**src/sv/dq_pkg.sv**
```systemverilog
// Shared types and codes for the double-ended queue.
// Holds request, status, cell operation and state machine types.
// No dependencies; every other file refers to it by scoped names.
package dq_pkg;

    localparam int unsigned VALUE_W = 32;

    typedef logic signed [VALUE_W-1:0] t_value;

    typedef enum logic [2:0] {
        REQ_PUSH_BACK  = 3'd0,
        REQ_PUSH_FRONT = 3'd1,
        REQ_POP_BACK   = 3'd2,
        REQ_POP_FRONT  = 3'd3,
        REQ_LIST_FWD   = 3'd4,
        REQ_LIST_REV   = 3'd5
    } t_req;

    typedef enum logic [1:0] {
        STATUS_OK    = 2'd0,
        STATUS_FULL  = 2'd1,
        STATUS_EMPTY = 2'd2
    } t_status;

    // What every cell of the row does in a cycle.
    typedef enum logic [1:0] {
        CELL_HOLD  = 2'd0,
        CELL_SHL   = 2'd1,
        CELL_SHR   = 2'd2,
        CELL_WRITE = 2'd3
    } t_cell_op;

    typedef struct packed {
        t_cell_op op;
        t_value   inject;
    } t_cell_ctrl;

    typedef enum logic {
        ST_IDLE = 1'b0,
        ST_LIST = 1'b1
    } t_state;

endpackage

```
**src/sv/dq_cell.sv**
```systemverilog
// One storage cell of the queue row: holds the entry at a fixed position from the front.
// Depends on dq_pkg for the value and control types.
module dq_cell #(
    parameter int unsigned DEPTH = 64,
    parameter int unsigned INDEX = 0
) (
    input  logic                       i_clk,
    input  dq_pkg::t_cell_ctrl         i_ctrl,
    input  logic [$clog2(DEPTH+1)-1:0] i_count,
    input  dq_pkg::t_value             i_left,
    input  dq_pkg::t_value             i_right,
    input  dq_pkg::t_value             i_head,
    output dq_pkg::t_value             o_data,
    output dq_pkg::t_value             o_tail
);

    localparam int unsigned CNT_W = $clog2(DEPTH + 1);
    localparam logic [CNT_W-1:0] POS      = CNT_W'(INDEX);
    localparam logic [CNT_W-1:0] POS_NEXT = CNT_W'(INDEX + 1);

    dq_pkg::t_value r_data;
    logic           is_tail;

    assign is_tail = (i_count == POS_NEXT);
    assign o_data  = r_data;
    assign o_tail  = is_tail ? r_data : '0;

    always_ff @(posedge i_clk) begin
        unique case (i_ctrl.op)
            dq_pkg::CELL_HOLD: begin
                r_data <= r_data;
            end
            // The tail cell takes the old head, so a left shift doubles as a rotation.
            dq_pkg::CELL_SHL: begin
                r_data <= is_tail ? i_head : i_right;
            end
            dq_pkg::CELL_SHR: begin
                r_data <= i_left;
            end
            dq_pkg::CELL_WRITE: begin
                if (i_count == POS) begin
                    r_data <= i_ctrl.inject;
                end
            end
            default: begin
                r_data <= r_data;
            end
        endcase
    end

endmodule

```
**config.mk**
```make
export PLATFORM = sky130hd
export DESIGN_NAME = dq_cell
export DESIGN_NICKNAME = d
export VERILOG_FILES = /design/src/sv/dq_pkg.sv /design/src/sv/dq_cell.sv
export SDC_FILE = /design/constraint.sdc
export NUM_CORES = 1
export LEC_CHECK = 0
export BUFFER_PORTS_ARGS = -buffer_cell sky130_fd_sc_hd__buf_2
export CAP_MARGIN = 20
export CORE_MARGIN = 2
export CORE_UTILIZATION = 30
export DETAILED_ROUTE_END_ITERATION = 12
export PLACE_DENSITY = 0.66
export SYNTH_ARGS = -nofsm -noshare
export SYNTH_HDL_FRONTEND = slang
export SYNTH_SLANG_ARGS = --single-unit
```
**constraint.sdc**
```tcl
create_clock -name i_clk -period 7.1 [get_ports i_clk]
set_input_delay 0.355 -clock i_clk [delete_from_list [all_inputs] [get_ports i_clk]]
set_output_delay 0.355 -clock i_clk [all_outputs]
set_load 0.005 [all_outputs]
```
==> results of run 1 <==
==> Yosys cell counts <==
library cell	number
a21oi_1	1
a22oi_1	32
a31oi_1	24
a41oi_1	8
and3_1	32
buf_2	5
buf_4	1
buf_6	3
clkbuf_1	20
clkbuf_2	1
edfxtp_1	32
mux2i_1	32
nor2_1	2
nor3b_1	1
nor4_4	1
o21ai_0	27
o21ai_1	5
o41a_1	1
or3b_1	1
or4_4	1
==> power by group <==
group | switching [uW] | total (uW) | leakage (uW) | internal (uW)
Combinational | 64.3 | 131 | 0.00143 | 66.3
Sequential | 11.9 | 250 | 0.000316 | 238
Clock | 64.9 | 130 | 0.0000391 | 64.6
==> path summary, 6_finish.rpt <==
| check | startpoint | end | slack [ns] | depth (start not counted) |
|---|---|---|---|---|
| worst max-delay path | i_count[5] | o_data[16]$_DFFE_PP_ | 4.53 | 4 |
| worst min-delay path | i_left[28] | o_data[28]$_DFFE_PP_ | 0.46 | 3 |
==> area by class of cell <==
type	count	area, sq um	share of cell area
Clock buffer	5	68.8	0.0200
Clock inverter	2	7.51	0.00218
Multi-Input combinational cell	168	1230	0.357
Sequential cell	32	961	0.279
Tap cell	102	128	0.0370
Timing Repair Buffer	206	1050	0.305
==> tightest hold or removal path: cells and delay by family <==
| kind | cells | cell delay (ns) |
|---|---|---|
| AO/OA/AOI/OAI | 1 | 0.13 |
| multiplexers | 1 | 0.05 |
| buffers and inverters | 1 | 0.07 |
==> kinds of logic (layout without fill, tap and decap cells) <==
group | count (synthesis) | in the layout
AOI/OAI and AO/OA | 98 | 98
and+or+nand+nor | 38 | 38
muxes | 32 | 32
DFF | 32 | 32
buffers and inverters | 30 | 213
==> per-layer routing <==
metal | part of all wire | wire length, um
met4 | 0.015 | 123
met5 | 0 | 0
met2 | 0.50 | 4090
met1 | 0.41 | 3410
met3 | 0.073 | 597
==> metrics by stage <==
stage | utilization | total power (uW)
global placement | 0.441 | 383
global route | 0.453 | 542
finish | 0.453 | 511
detailed placement | 0.443 | 386
floorplan | - | 309
CTS | 0.453 | 514
==> impl_metrics.yaml, run 1 <==
status:
  outcome: "finished clean"
synthesis:
  netlist_area_sq_um: 2320
  synth-simple-area-share: 0.111
  netlist_instances: 230
  syn_nets: 368
  synth_top_family_by_area: "compound AO/OA/AOI/OAI gates"
  synth_fa_ha_area_frac: 0
  synthTopCellsByArea: "edfxtp_1 (41%), mux2i_1 (14%), a22oi_1 (10%)"
  synth_mux_area_frac: 0.138
  seq_area_frac_synth: 0.414
  syn_avg_cell_area_sq_um: 10.1
  synth_xor_xnor_area_share: 0
  synth-compound-area-share: 0.274
  synth.largest_area_cell: "edfxtp_1"
  ys_ff_latch: 32
  yosysWarnings: 0
  synth_top_area_frac: 0.414
  ys_types: 20
power:
  power_density_nw_per_um2: 148
  ir_worst_vdd_v: 0.0000614
  p_leak_uw: 0.00179
floorplanning:
  core_area_sq_um: 7610
  boundaryPins: 202
  start_util: 0.305
  die_w_um: 92.0
  dieArea_sq_um: 8460
  die_h_um: 92.0
  rows: 32
routing:
  drtIter0Drc: 147
  via_per_inst: 5.19
  wl_um: 8220
  wl_per_cell_um: 16.0
  vias: 2672
  drt_pass1_iterations: 4
  drc_errors: 0
  ant_nets: 0
placement:
  dpl_cell_area_sq_um: 3370
  dp.cells: 508
  place.gp.congestion: 0.725
  post-dp-hpwl_um: 5860
  dp_slack_ns: 4.21
  io_buffers: 201
grt:
  grt_pass1_vias: 2586
  use_met2: 0.323
  grt_antenna_before_repair: 0
  track_usage: 0.187
  grt_overflow_total: 0
  grt_use_met1: 0.235
  busiest_layer: "met2"
  grt_pass1_wl_um: 12600
  grt_max_degree: 67
  use_met3: 0.0370
timing:
  holdWs_ns: 0.463
  tightest_slew_ns: 1.05
  max_freq_ghz: 0.389
  relSlewSlack: 0.299
  post-route-worst-setup-slack_ns: 4.53
  final_hold_viol_count: 0
  fin_crit_ns: 2.57
  slew_violations: 0
  rsz0062_at_grt: "false"
  period_share: 0.362
  setup_viol: 0
  fin_tns_setup_ns: 0
cells_and_area:
  area_growth_pct: 48.5
  fin_nets: 551
  layout_commonest_cell: "buf_2"
  drive_above_1_share: 0.521
  final_area_sq_um: 3450
  fillers: 767
  final_cell_mix: "buf_2 (201), mux2i_1 (32), a22oi_1 (32), and3_1 (32), edfxtp_1 (32)"
  layoutNonFillerInstCount: 515
  largest_reg_flops: 32
  antennaDiodeCount: 0
clock_tree:
  cts_resized: 0
  root_buffer: "clkbuf_8"
  htreeDepth: 2
  cts_buffer_depth: 2
  cts.sinks: 32
  hold_buffers: 0
  cts_inserted_buffers: 5
  cts_tree: "yes"
  post_cts_buffers: 0
  path_clk_slew_ns: 0.06
setup_path:
  crit_chain: "buf_2 > or4_4 > o41a_1 > a21oi_4"
  path_class: "in2reg"
  crit_path_max_incr_delay_ns: 0.84
  crit_family: "compound AO/OA/AOI/OAI gates"
  cp.arrival_ns: 2.47
  critPathSlowestCell: "a21oi_4"
  end_kind: "flop"
  start_kind: "input port"
  worstPathMaxFanout: 33
  worstPathRequired_ns: 7.00
  crit_buf_inv: 1
job:
  maxCapViolCount: 0
worst_hold_path:
  hp-class: "in2reg"
(Power assumes the default switching activity.)
==> inputs of run 2 (changes only) <==
==> constraint.sdc (replaced) <==
create_clock -name i_clk -period 2.65 [get_ports i_clk]
set_input_delay 0.1325 -clock i_clk [delete_from_list [all_inputs] [get_ports i_clk]]
set_output_delay 0.1325 -clock i_clk [all_outputs]
set_load 0.005 [all_outputs]
==> impl_metrics.yaml, run 2 (synthesized netlist as in run 1, its figures left out) <==
floorplanning:
  boundaryPins: 202
  start_util: 0.305
  dieArea_sq_um: 8460
  die_h_um: 92.0
  die_w_um: 92.0
  rows: 32
  core_area_sq_um: 7610
cells_and_area:
  layout_commonest_cell: "buf_2"
  antennaDiodeCount: 0
  fin_nets: 553
  largest_reg_flops: 32
  layoutNonFillerInstCount: 518
  drive_above_1_share: 0.522
  fin_util: 0.454
  area_growth_pct: 48.9
  final_cell_mix: "buf_2 (201), mux2i_1 (32), a22oi_1 (32), and3_1 (32), edfxtp_1 (32)"
grt:
  grt_antenna_before_repair: 0
  grt_pass1_vias: 2580
  track_usage: 0.188
  grt_max_degree: 65
  grt_overflow_total: 0
  grt_pass1_wl_um: 12600
routing:
  wl_per_cell_um: 16.0
  ant_nets: 0
  drt_pass1_iterations: 4
  wl_um: 8290
  drc_errors: 0
  drtIter0Drc: 86
  vias: 2735
  via_per_inst: 5.28
setup_path:
  end_kind: "flop"
  cp.arrival_ns: 1.70
  worstPathRequired_ns: 2.58
  start_kind: "input port"
  path_class: "in2reg"
  worstPathMaxFanout: 32
timing:
  fin_tns_setup_ns: 0
  relSlewSlack: 0.287
  period_share: 0.668
  fin_crit_ns: 1.77
  slew_violations: 0
  rsz0062_at_grt: "false"
  tightest_slew_ns: 1.07
  post-route-worst-setup-slack_ns: 0.879
  setup_viol: 0
  final_hold_viol_count: 0
  holdWs_ns: 0.239
  max_freq_ghz: 0.565
clock_tree:
  cts_tree: "yes"
  path_clk_slew_ns: 0.07
  hold_buffers: 0
  post_cts_buffers: 0
  cts_resized: 0
  cts.sinks: 32
  cts_inserted_buffers: 5
  root_buffer: "clkbuf_8"
  htreeDepth: 2
  cts_buffer_depth: 2
job:
  maxCapViolCount: 0
power:
  power_density_nw_per_um2: 400
  p_leak_uw: 0.00179
  ir_worst_vdd_v: 0.000148
placement:
  post-dp-hpwl_um: 6100
  place.gp.congestion: 0.723
  dp.cells: 510
  dp_slack_ns: 0.584
  io_buffers: 201
status:
  outcome: "finished clean"
worst_hold_path:
  hp-class: "in2reg"
==> run 2: changes by cell type in the layout (fill, tap and decap cells not counted), sizes merged <==
cell | previous run | this run
clkinv | 2 | 1
clkbuf | 5 | 7
buf | 206 | 208
==> run 2: final cells by class <==
cell class	count	area, sq um
Fill cell	765	4150
Multi-Input combinational cell	168	1230
Timing Repair Buffer	208	1060
Sequential cell	32	961
Tap cell	102	128
Clock buffer	7	76.3
Clock inverter	1	3.75
==> run 2: worst paths after layout <==
path	start	endpoint	slack (ns)	cells past startpoint
setup / recovery	i_count[5]	o_data[6]$_DFFE_PP_	0.88	5
hold / removal	i_left[0]	o_data[0]$_DFFE_PP_	0.24	3
==> run 2: layer usage <==
| layer | wire [um] | vias to the layer above | global-route usage |
|---|---|---|---|
| met5 | 0 | - | 0 |
| met4 | 102 | 0 | 0.0572 |
| met3 | 667 | 10 | 0.0378 |
| met2 | 4190 | 140 | 0.338 |
| met1 | 3330 | 1277 | 0.225 |
| li1 | - | 1308 | - |
==> run 2: critical path: stages <==
cell and delay, ns:
buf_2 0.12, or4_4 0.53, o41a_1 0.37, a21oi_4 0.15, buf_4 0.39
==> run 2: stage by stage <==
step	area [sq um]	power, uW
detailed placement	3380	1040
finish	3460	1380
global route	3460	1460
global placement	3380	1030
CTS	3460	1400
floorplan	2320	829
==> run 2: where the power goes <==
part	switching (uW)	internal, uW	leakage, uW
registers	30.3	638	0.000316
logic	176	179	0.00144
clock network	175	183	0.0000399
total	381	1000	0.00179
